## config.mk

```make
export PLATFORM = sky130hd
export DESIGN_NAME = utf8_to_utf16_transcoder_unit
export DESIGN_NICKNAME = d
export VERILOG_FILES = /design/src/rtl/utu_pkg.sv /design/src/rtl/utu_decode.sv /design/src/rtl/utu_out_queue.sv /design/src/rtl/utf8_to_utf16_transcoder_unit.sv
export SDC_FILE = /design/constraint.sdc
export NUM_CORES = 1
export LEC_CHECK = 0
export BUFFER_PORTS_ARGS = -buffer_cell sky130_fd_sc_hd__buf_2
export CAP_MARGIN = 10
export CORE_MARGIN = 1.5
export CORE_UTILIZATION = 40
export CTS_CLUSTER_SIZE = 16
export DETAILED_ROUTE_END_ITERATION = 8
export PLACE_DENSITY = 0.56
export SYNTH_ARGS = -nofsm -noshare
export SYNTH_HDL_FRONTEND = slang
export SYNTH_HIERARCHICAL = 1
export SYNTH_SLANG_ARGS = --single-unit
```

## constraint.sdc

```tcl
create_clock -name clk -period 6.6 [get_ports clk]
set_input_delay 0.33 -clock clk [delete_from_list [all_inputs] [get_ports clk]]
set_output_delay 0.33 -clock clk [all_outputs]
set_load 0.02 [all_outputs]
```

## src/rtl/utu_pkg.sv

```systemverilog
// Shared types and constants for the UTF-8 to UTF-16 transcoder.
package utu_pkg;

  typedef struct packed {
    logic [7:0] text_byte;
    logic       string_last;
  } in_item_t;

  typedef struct packed {
    logic [15:0] code_unit;
    logic        bad_input;
    logic        run_last;
    logic        string_done;
  } out_item_t;

  // Results produced by one decoded byte, handed to the output queue.
  typedef struct packed {
    logic [1:0] count;
    out_item_t  first;
    out_item_t  second;
  } push_t;

  // Byte class limits.
  localparam logic [7:0]  ASCII_MAX    = 8'h7F;
  localparam logic [7:0]  CONT_MAX     = 8'hBF;
  localparam logic [7:0]  LEAD2_MAX    = 8'hDF;
  localparam logic [7:0]  LEAD3_MAX    = 8'hEF;
  localparam logic [7:0]  LEAD4_MAX    = 8'hF7;
  localparam logic [7:0]  CONT_MIN     = 8'h80;

  // Code point limits.
  localparam logic [20:0] SURR_MIN     = 21'h00D800;
  localparam logic [20:0] SURR_MAX     = 21'h00DFFF;
  localparam logic [20:0] CP_MAX       = 21'h10FFFF;
  localparam logic [20:0] BMP_MAX      = 21'h00FFFF;
  localparam logic [20:0] SUPP_BASE    = 21'h010000;
  localparam logic [5:0]  HI_SURR_TAG  = 6'b110110;  // 0xD800 >> 10
  localparam logic [5:0]  LO_SURR_TAG  = 6'b110111;  // 0xDC00 >> 10

  // Partial code point holds at most 15 bits before the final continuation.
  localparam int PARTIAL_W = 15;

  localparam int UTU_QUEUE_DEPTH = 4;

endpackage

```

## src/rtl/utu_decode.sv

```systemverilog
// Byte decoder: sequence state and result generation for one byte per cycle while fire is high.
module utu_decode import utu_pkg::*; (
  input  logic     clk,
  input  logic     rst_n,
  input  logic     fire,
  input  in_item_t item,
  output push_t    push
);

  logic [PARTIAL_W-1:0] partial_r, partial_nxt;
  logic [1:0]           owed_r, owed_nxt;
  logic                 disc_r, disc_nxt;

  logic [7:0]  b;
  logic        d;
  logic        is_cont;
  logic [20:0] cp;
  logic [19:0] supp;
  logic        cp_bad;
  push_t       emit_push;
  push_t       fail_push;
  push_t       none_push;
  logic [1:0]  owed_dec;

  always_comb begin
    b        = item.text_byte;
    d        = item.string_last;
    is_cont  = (b >= CONT_MIN) && (b <= CONT_MAX);
    owed_dec = owed_r - 2'd1;
    cp       = (owed_r == 2'd0) ? {13'd0, b} : {partial_r, b[5:0]};
    cp_bad   = ((cp >= SURR_MIN) && (cp <= SURR_MAX)) || (cp > CP_MAX);
    supp     = 20'(cp - SUPP_BASE);

    none_push = '0;

    fail_push                    = '0;
    fail_push.count              = 2'd1;
    fail_push.first.bad_input    = 1'b1;
    fail_push.first.run_last     = 1'b1;
    fail_push.first.string_done  = d;

    emit_push = '0;
    if (cp_bad) begin
      emit_push = fail_push;
    end else if (cp <= BMP_MAX) begin
      emit_push.count             = 2'd1;
      emit_push.first.code_unit   = cp[15:0];
      emit_push.first.run_last    = 1'b1;
      emit_push.first.string_done = d;
    end else begin
      emit_push.count              = 2'd2;
      emit_push.first.code_unit    = {HI_SURR_TAG, supp[19:10]};
      emit_push.first.string_done  = d;
      emit_push.second.code_unit   = {LO_SURR_TAG, supp[9:0]};
      emit_push.second.run_last    = 1'b1;
      emit_push.second.string_done = d;
    end

    push        = none_push;
    partial_nxt = partial_r;
    owed_nxt    = owed_r;
    disc_nxt    = disc_r;

    if (disc_r) begin
      // dropping the rest of a bad string until its final byte
      if (d) begin
        partial_nxt = '0;
        owed_nxt    = 2'd0;
        disc_nxt    = 1'b0;
      end
    end else if (owed_r == 2'd0) begin
      if (b <= ASCII_MAX) begin
        push = emit_push;
      end else if (b <= CONT_MAX || b > LEAD4_MAX) begin
        push = fail_push;
      end else begin
        if (b <= LEAD2_MAX) begin
          partial_nxt = PARTIAL_W'(b[4:0]);
          owed_nxt    = 2'd1;
        end else if (b <= LEAD3_MAX) begin
          partial_nxt = PARTIAL_W'(b[3:0]);
          owed_nxt    = 2'd2;
        end else begin
          partial_nxt = PARTIAL_W'(b[2:0]);
          owed_nxt    = 2'd3;
        end
        if (d) begin
          push = fail_push;  // string ends right after a lead byte
        end
      end
    end else if (!is_cont) begin
      push = fail_push;
    end else if (owed_dec != 2'd0) begin
      partial_nxt = cp[PARTIAL_W-1:0];
      owed_nxt    = owed_dec;
      if (d) begin
        push = fail_push;
      end
    end else begin
      push        = emit_push;
      partial_nxt = '0;
      owed_nxt    = 2'd0;
    end

    // any error clears the sequence and starts dropping unless the string ends
    if (push.first.bad_input) begin
      partial_nxt = '0;
      owed_nxt    = 2'd0;
      disc_nxt    = !d;
    end
  end

  always_ff @(posedge clk) begin
    if (!rst_n) begin
      partial_r <= '0;
      owed_r    <= 2'd0;
      disc_r    <= 1'b0;
    end else if (fire) begin
      partial_r <= partial_nxt;
      owed_r    <= owed_nxt;
      disc_r    <= disc_nxt;
    end
  end

endmodule

```

## src/rtl/utu_out_queue.sv

```systemverilog
// Result queue: takes up to two results per cycle, delivers one per cycle unless out_stall is high.
module utu_out_queue import utu_pkg::*; #(
  parameter int Depth = UTU_QUEUE_DEPTH
) (
  input  logic      clk,
  input  logic      rst_n,
  input  logic      push_en,
  input  push_t     push,
  output logic      room,
  output logic      out_valid,
  input  logic      out_stall,
  output out_item_t out_data
);

  localparam int PtrW = (Depth > 1) ? $clog2(Depth) : 1;
  localparam int CntW = $clog2(Depth + 1);
  localparam logic [PtrW-1:0] LastPtr = PtrW'(Depth - 1);

  out_item_t           mem_r [Depth];
  logic [PtrW-1:0]     wr_ptr_r, wr_ptr_nxt, wr_ptr1, rd_ptr_r, rd_ptr_nxt;
  logic [CntW-1:0]     count_r, count_nxt;
  logic [1:0]          n_push;
  logic                pop;

  always_comb begin
    n_push     = push_en ? push.count : 2'd0;
    pop        = out_valid && !out_stall;
    wr_ptr1    = (wr_ptr_r == LastPtr) ? '0 : wr_ptr_r + 1'b1;
    wr_ptr_nxt = wr_ptr_r;
    case (n_push)
      2'd1:    wr_ptr_nxt = wr_ptr1;
      2'd2:    wr_ptr_nxt = (wr_ptr1 == LastPtr) ? '0 : wr_ptr1 + 1'b1;
      default: wr_ptr_nxt = wr_ptr_r;
    endcase
    rd_ptr_nxt = rd_ptr_r;
    if (pop) begin
      rd_ptr_nxt = (rd_ptr_r == LastPtr) ? '0 : rd_ptr_r + 1'b1;
    end
    count_nxt = count_r + CntW'(n_push) - CntW'(pop);
  end

  assign room      = (count_r <= CntW'(Depth - 2));
  assign out_valid = (count_r != '0);
  assign out_data  = mem_r[rd_ptr_r];

  always_ff @(posedge clk) begin
    if (n_push != 2'd0) begin
      mem_r[wr_ptr_r] <= push.first;
    end
    if (n_push == 2'd2) begin
      mem_r[wr_ptr1] <= push.second;
    end
  end

  always_ff @(posedge clk) begin
    if (!rst_n) begin
      wr_ptr_r <= '0;
      rd_ptr_r <= '0;
      count_r  <= '0;
    end else begin
      wr_ptr_r <= wr_ptr_nxt;
      rd_ptr_r <= rd_ptr_nxt;
      count_r  <= count_nxt;
    end
  end

endmodule

```

## src/rtl/utf8_to_utf16_transcoder_unit.sv

```systemverilog
// A byte accepted is held in the input register, then decoded, and its first
//   code unit is written into the result queue and shown on out_valid.
// Throughput: one byte per cycle while the queue has room; one code unit leaves
//   per cycle unless out_stall holds it, so a surrogate pair leaves as two units.
// The result queue accepts a byte's results only with room for two entries.
// Reset (rst_n low, synchronous): empties the input register and the queue,
//   clears the partial code point, owed count and discard flag.
module utf8_to_utf16_transcoder_unit import utu_pkg::*; #(
  parameter int QueueDepth = UTU_QUEUE_DEPTH  // at least 2
) (
  input  logic      clk,
  input  logic      rst_n,
  input  logic      in_valid,
  output logic      in_stall,
  input  in_item_t  in_data,
  output logic      out_valid,
  input  logic      out_stall,
  output out_item_t out_data
);

  // Input register: holds one byte until the queue can take its results.
  logic     in_vld_r;
  in_item_t in_item_r;
  logic     q_room;
  logic     fire;
  push_t    push;

  // A held byte decodes once the queue has two free entries.
  assign fire     = in_vld_r && q_room;
  assign in_stall = in_vld_r && !q_room;

  always_ff @(posedge clk) begin
    if (!rst_n) begin
      in_vld_r <= 1'b0;
    end else if (!in_stall) begin
      in_vld_r <= in_valid;
    end
  end

  // Payload register, loaded only on an accepted item.
  always_ff @(posedge clk) begin
    if (in_valid && !in_stall) begin
      in_item_r <= in_data;
    end
  end

  // Sequence decode and state update.
  utu_decode u_decode (
    .clk   (clk),
    .rst_n (rst_n),
    .fire  (fire),
    .item  (in_item_r),
    .push  (push)
  );

  // Result queue parts the decoder from the output handshake.
  utu_out_queue #(
    .Depth (QueueDepth)
  ) u_queue (
    .clk       (clk),
    .rst_n     (rst_n),
    .push_en   (fire),
    .push      (push),
    .room      (q_room),
    .out_valid (out_valid),
    .out_stall (out_stall),
    .out_data  (out_data)
  );

endmodule

```

==> flow_summary.ini, run 1 <==
[pwr]
p_per_area_mw_per_mm2 = 301.5
netSwitchingFraction_pct = 27.03
p_clk_share_pct = 41.6
total_power_uw = 2210
p_int_uw = 1613
p_switching_uw = 597.3
pwr-share-seq_pct = 38.9
power_leakage_uw = 0.002563
comb_power_share_pct = 19.5
peakVddDrop_mv = 0.1689

[floorplanning]
initial_core_util_pct = 40.80
num_rows = 46
core_mm2 = 0.01583
die-area_mm2 = 0.01691
die_w_um = 130.1
die_h_um = 130.1
ios = 34

[global_routing]
track_usage_pct = 18.65
grt_overflow = 0
grt_pass1_vias = 4064
grt_max_degree = 25
antenna_found_initial = 0
grt_pass1_wl_um = 23360

[cts]
h-tree-depth = 4
clk_latency_ps = 410
cts_setup_buffers = 0
clock-sinks = 113
cts_max_path_buffers = 2
cts.reportedPaths.clkPinSlew_ps = 50
cts_buffers = 17
cts_tree = yes
cts_resized = 0
clockRootBuffer = clkbuf_16
ctsHoldBuffers = 0

[yosys]
syn_inst = 502
synth_commonest_cells = edfxtp_1 (85), mux2_2 (76), dfxtp_1 (28)
synth_top_area_share_pct = 39.53
async_reset_ff_share_pct = 0
synth.most_common_cell = edfxtp_1
synth_area_mm2 = 0.006457
synth_edf_count = 85
synth_area_leaders = edfxtp_1 (40%), mux2_2 (13%), dfxtp_1 (8.7%)
avgSynthCellArea_um2 = 12.86
synth.distinct_cells = 69
ys_warn_count = 6
ys.flop_type = edfxtp_1
yosys.area.top_type = edfxtp_1
ys_seq_area_share_pct = 48.21
synth-seq-cells = 113

[routing]
firstDrtPassIters = 4
wl_um = 14630
ant_nets = 0
wl_per_cell_um = 19.45
drtIter0Drc = 231
drcViolationCount = 0
viasPerCell = 5.533
num_vias = 4161

[setup_path]
critPathKind = register to register
crit_arrival_ps = 4850
start_kind = register
crit_required_ps = 6620
path_delay_family = simple AND/OR/NAND/NOR gates
worstReg2RegEnd = u_queue/mem_r[1][11]
worst_r2r_startpoint = u_decode/owed_r[0]
crit_buf_inv = 2
r2r_slack_ps = 1770
endpoint = u_queue/mem_r[1][11]
r2r_cells = 11
worstSetupPathDepth = 11
startpoint = u_decode/owed_r[0]
slowest_stage = o21ai_2
cp_cell_sequence = inv_1 -> ha_1 -> buf_4 -> nand4b_4 -> or4_4 -> o211ai_1 -> and4b_1 -> o32a_2 -> nand2_1 -> ha_1 -> o21ai_2
path_common_cell = ha_1
end_kind = register
max_stage_delay_ps = 940
crit_fanout = 22

[timing]
fmax_mhz = 207.1
setup_slack_ps = 1771
tightest_slew_ps = 1202
drv_slew = 0
skew_ps = 6.743
setup_violations = 0
slew_headroom_pct = 19.86
rsz0062_at_grt = no
finalCriticalPeriod_ps = 4829
hold_viol = 0
hold_slack_ps = 91.06
setup_tns_ps = 0
post-route-period-util_pct = 73.17

[hold_path]
min_from = in_data[1]
hold_path.class = input port to register

[job]
max-cap-violations = 0

[final_layout]
final_area_mm2 = 0.007331
area_growth_pct = 13.52
nets = 550
layout-drive-gt1-share_pct = 36.19
diodes = 0

[run_status]
outcome = complete, no violations

[place]
port-buffer-count = 33
dpl_cell_area_mm2 = 0.006721
gp_congestion = 0.8919
dpl_worst_slack_ps = 1725
hpwl_um = 9950
-- power by group through the flow --
stage                     Sequential (uW)  Combinational, uW  Clock [uW]
after detailed placement              876                436           0
after global routing                  867                477         971
after floorplan                       854                353           0
final                                 860                432         918
after global placement                874                436           0
after CTS                             861                440         937
-- metal layers --
layer / track usage [%] / wire, um / vias up
met5: 0 / 0 / -
met4: 6.340 / 212 / 0
met3: 4.141 / 658 / 17
met2: 27.77 / 6625 / 106
met1: 26.83 / 7133 / 2063
li1: - / - / 1975
-- logic make-up after synthesis --
logic type | synth area share [%]
compound gates | 8.410
xor+xnor | 0.8138
fa+ha+maj | 2.829
buf+inv | 4.883
flops | 48.21
mux | 20.65
other cells | 0.05807
simple gates | 14.14
-- cells in the final DEF (no fill, tap or decap), types with 4 or more instances in the layout --
master,Yosys,layout
mux2i_1,5,5
nor4_2,4,4
nand4b_1,5,5
nor2b_1,15,15
a21oi_1,9,9
nand2_1,25,25
nand3_1,7,7
o21ai_2,0,4
nor3_1,14,13
and2_1,5,5
nor4b_1,7,7
mux4_2,19,19
a211oi_1,9,9
inv_1,16,16
o21ai_0,14,10
clkinvlp_4,0,4
xnor2_1,5,5
mux2_2,76,76
nor4_1,6,6
a22oi_1,8,8
edfxtp_1,85,85
dfxtp_1,28,28
ha_1,13,13
clkbuf_16,0,17
nor2_1,12,12
buf_2,14,33
buf_4,11,8
nand2b_1,11,11
o211ai_1,5,5
-- area by class of cell --
cell class	instances	area (um2)
Fill cell	1439	8497
Tap cell	216	270.3
Multi-Input combinational cell	333	3053
Inverter	16	60.06
Sequential cell	113	3113
Clock buffer	18	429.2
Clock inverter	14	165.2
Timing Repair Buffer	42	240.2
-- sequential cells by signal, indices dropped and copies added (netlist names), named ones only --
signal              count
u_queue/mem_r          76
u_decode/partial_r     15
u_queue/rd_ptr_r        2
in_item_r               9
u_decode/disc_r         1
u_queue/count_r         3
in_vld_r                1
u_decode/owed_r         2
u_queue/wr_ptr_r        2
-- worst reg2reg max path: cells and delay by family, from the launching register on --
family | cells | cell delay [ps]
adder cells (fa/ha/maj) | 2 | 680
flip-flops | 1 | 400
AO/OA/AOI/OAI | 3 | 1470
AND/OR/NAND/NOR | 4 | 1540
buffers and inverters | 2 | 350
-- worst min-delay path by stage --
stage	end	slack [ps]	depth (start not counted)
CTS	in_item_r[2]	70	1
finish	in_item_r[1]	90	1
floorplan	in_item_r[0]	430	0
global route	in_item_r[6]	70	1
detailed placement	u_queue/rd_ptr_r[1]	490	2
global placement	u_decode/owed_r[0]	470	2
-- through the flow --
| stage | util (%) | instances |
|---|---|---|
| after floorplan | - | 503 |
| after global placement | 42.47 | 719 |
| after detailed placement | 42.47 | 719 |
| after CTS | 46.22 | 751 |
| after global routing | 46.32 | 752 |
| final | 46.32 | 752 |
No activity file was read; power rests on OpenSTA's default activity.
==> run 2, diff against run 1 <==
--- a/config.mk
+++ b/config.mk
@@ -11,7 +11,7 @@
 export CORE_UTILIZATION = 40
 export CTS_CLUSTER_SIZE = 16
 export DETAILED_ROUTE_END_ITERATION = 8
-export PLACE_DENSITY = 0.56
+export PLACE_DENSITY = 0.58
 export SYNTH_ARGS = -nofsm -noshare
 export SYNTH_HDL_FRONTEND = slang
 export SYNTH_HIERARCHICAL = 1
==> constraint.sdc (replaced) <==
create_clock -name clk -period 4.1 [get_ports clk]
set_input_delay 0.205 -clock clk [delete_from_list [all_inputs] [get_ports clk]]
set_output_delay 0.205 -clock clk [all_outputs]
set_load 0.02 [all_outputs]
==> flow_summary.ini, run 2 (synthesis results as in run 1) <==
[timing]
finalCriticalPeriod_ps = 3861
fmax_mhz = 259.0
tightest_slew_ps = 1103
setup_tns_ps = 0
slew_headroom_pct = 26.16
drv_slew = 0
hold_slack_ps = 28.28
post-route-period-util_pct = 94.18
setup_violations = 0
rsz0062_at_grt = no
hold_viol = 0
skew_ps = 9.279

[place]
placed_cells = 747
dpl_cell_area_mm2 = 0.007005
hpwl_um = 10430
port-buffer-count = 33
gp_congestion = 0.8807

[setup_path]
crit_required_ps = 4260
worstReg2RegEnd = u_queue/mem_r[3][12]
crit_arrival_ps = 4020
r2r_slack_ps = 240
critPathKind = register to register
r2r_cells = 13
worst_r2r_startpoint = u_decode/owed_r[1]
start_kind = register
crit_fanout = 18
startpoint = u_decode/owed_r[1]
end_kind = register

[routing]
firstDrtPassIters = 5
num_vias = 4359
drcViolationCount = 0
drtIter0Drc = 305
wl_per_cell_um = 19.51
wl_um = 15510
ant_nets = 0
viasPerCell = 5.483

[floorplanning]
num_rows = 46
die_h_um = 130.1
die-area_mm2 = 0.01691
ios = 34
core_mm2 = 0.01583
die_w_um = 130.1
initial_core_util_pct = 40.80

[final_layout]
top_regs = u_queue/mem_r (76), u_decode/partial_r (15), in_item_r (9)
nets = 593
diodes = 0
area_growth_pct = 21.08
final_area_mm2 = 0.007819
layout-drive-gt1-share_pct = 39.38
largest_reg_flops = 76
fin_cells = 795
final_cell_mix = edfxtp_1 (85), mux2_2 (76), buf_2 (33), buf_4 (33), dfxtp_1 (28)
fillers = 1367
top_register = u_queue/mem_r
final_common_cell = edfxtp_1

[hold_path]
min_from = in_valid
hold_depth = 2
hold_path_end = in_vld_r
hold_path.class = input port to register

[cts]
clk_latency_ps = 410
clockRootBuffer = clkbuf_16
cts.reportedPaths.clkPinSlew_ps = 50
h-tree-depth = 4
clock-sinks = 113
cts_tree = yes
cts_buffers = 17
cts_max_path_buffers = 2

[global_routing]
grt_max_degree = 29
grt_pass1_vias = 4272
antenna_found_initial = 0
grt_pass1_wl_um = 23870
grt_overflow = 0
track_usage_pct = 19.42

[pwr]
p_per_area_mw_per_mm2 = 465.4
total_power_uw = 3639
peakVddDrop_mv = 0.3207
power_leakage_uw = 0.002802

[run_status]
outcome = complete, no violations

[job]
max-cap-violations = 0
## run 2: cell count changes in the layout (fill, tap and decap cells not counted), moves of 3 or more
cell           before  now
buf_12              0    7
buf_4               8   33
o21ai_4             0    4
dlygate4sd3_1       0    9
clkbuf_1            1    4
o21ai_2             4    0
## run 2: how the worst max path moves through the flow
stage,end,depth (start not counted)
2_1_floorplan,u_queue/count_r[2],22
3_3_place_gp,u_queue/mem_r[0][17],10
3_5_place_dp,u_queue/mem_r[0][12],10
4_1_cts,u_queue/mem_r[0][8],15
5_1_grt,u_queue/count_r[2],17
6_report,u_queue/mem_r[3][12],13
## run 2: power by group
part | leakage [uW] | internal [uW] | switching (uW)
Combinational | 0.00148 | 354 | 393
Sequential | 0.00104 | 1320 | 55.2
Clock | 0.000288 | 1010 | 505
Total | 0.00280 | 2690 | 953
## run 2: critical path, stage by stage, from the launching register on
cell	delay [ps]
dfxtp_1	330
inv_1	70
ha_2	240
nand4b_4	200
or4_4	550
o31ai_4	300
nand2_4	120
buf_6	190
o32a_2	450
nand2_1	180
ha_2	270
nand2_1	190
buf_12	220
mux2_2	280
## run 2: repair_timing
item / 4_1_cts / 5_1_grt
setup endpoints to repair: 153 / 115
pin swaps: 3 / 2
buffers inserted: 5 / 1
resized for setup: 0 / 5
hold buffers: 9 / 0
cloned: 1 / 0
hold endpoints to repair: 9 / 0
## run 2: layout make-up
class | count | area, um2 | share of cell area (%)
Clock buffer | 21 | 440.4 | 5.633
Clock inverter | 11 | 162.7 | 2.080
Inverter | 16 | 60.06 | 0.7681
Multi-Input combinational cell | 334 | 3107 | 39.73
Sequential cell | 113 | 3113 | 39.81
Tap cell | 216 | 270.3 | 3.457
Timing Repair Buffer | 84 | 665.6 | 8.513
## run 2: routing by layer
layer  vias to the layer above  wire [um]  part of all wire, %  track usage [%]
li1                       2073          -                    -                -
met1                      2162       7117                   46            25.49
met2                       107       7502                   48            32.01
met3                        17        682                  4.4            4.264
met4                         0        206                  1.3            6.209
met5                         -          0                    0                0
## run 2: stage by stage
stage | worst slack, ps | util (%)
floorplan | 40.47 | -
finish | 238.6 | 49.40
detailed placement | -250.2 | 44.26
CTS | 23.48 | 49.18
global route | 25.90 | 49.40
global placement | -176.4 | 44.26
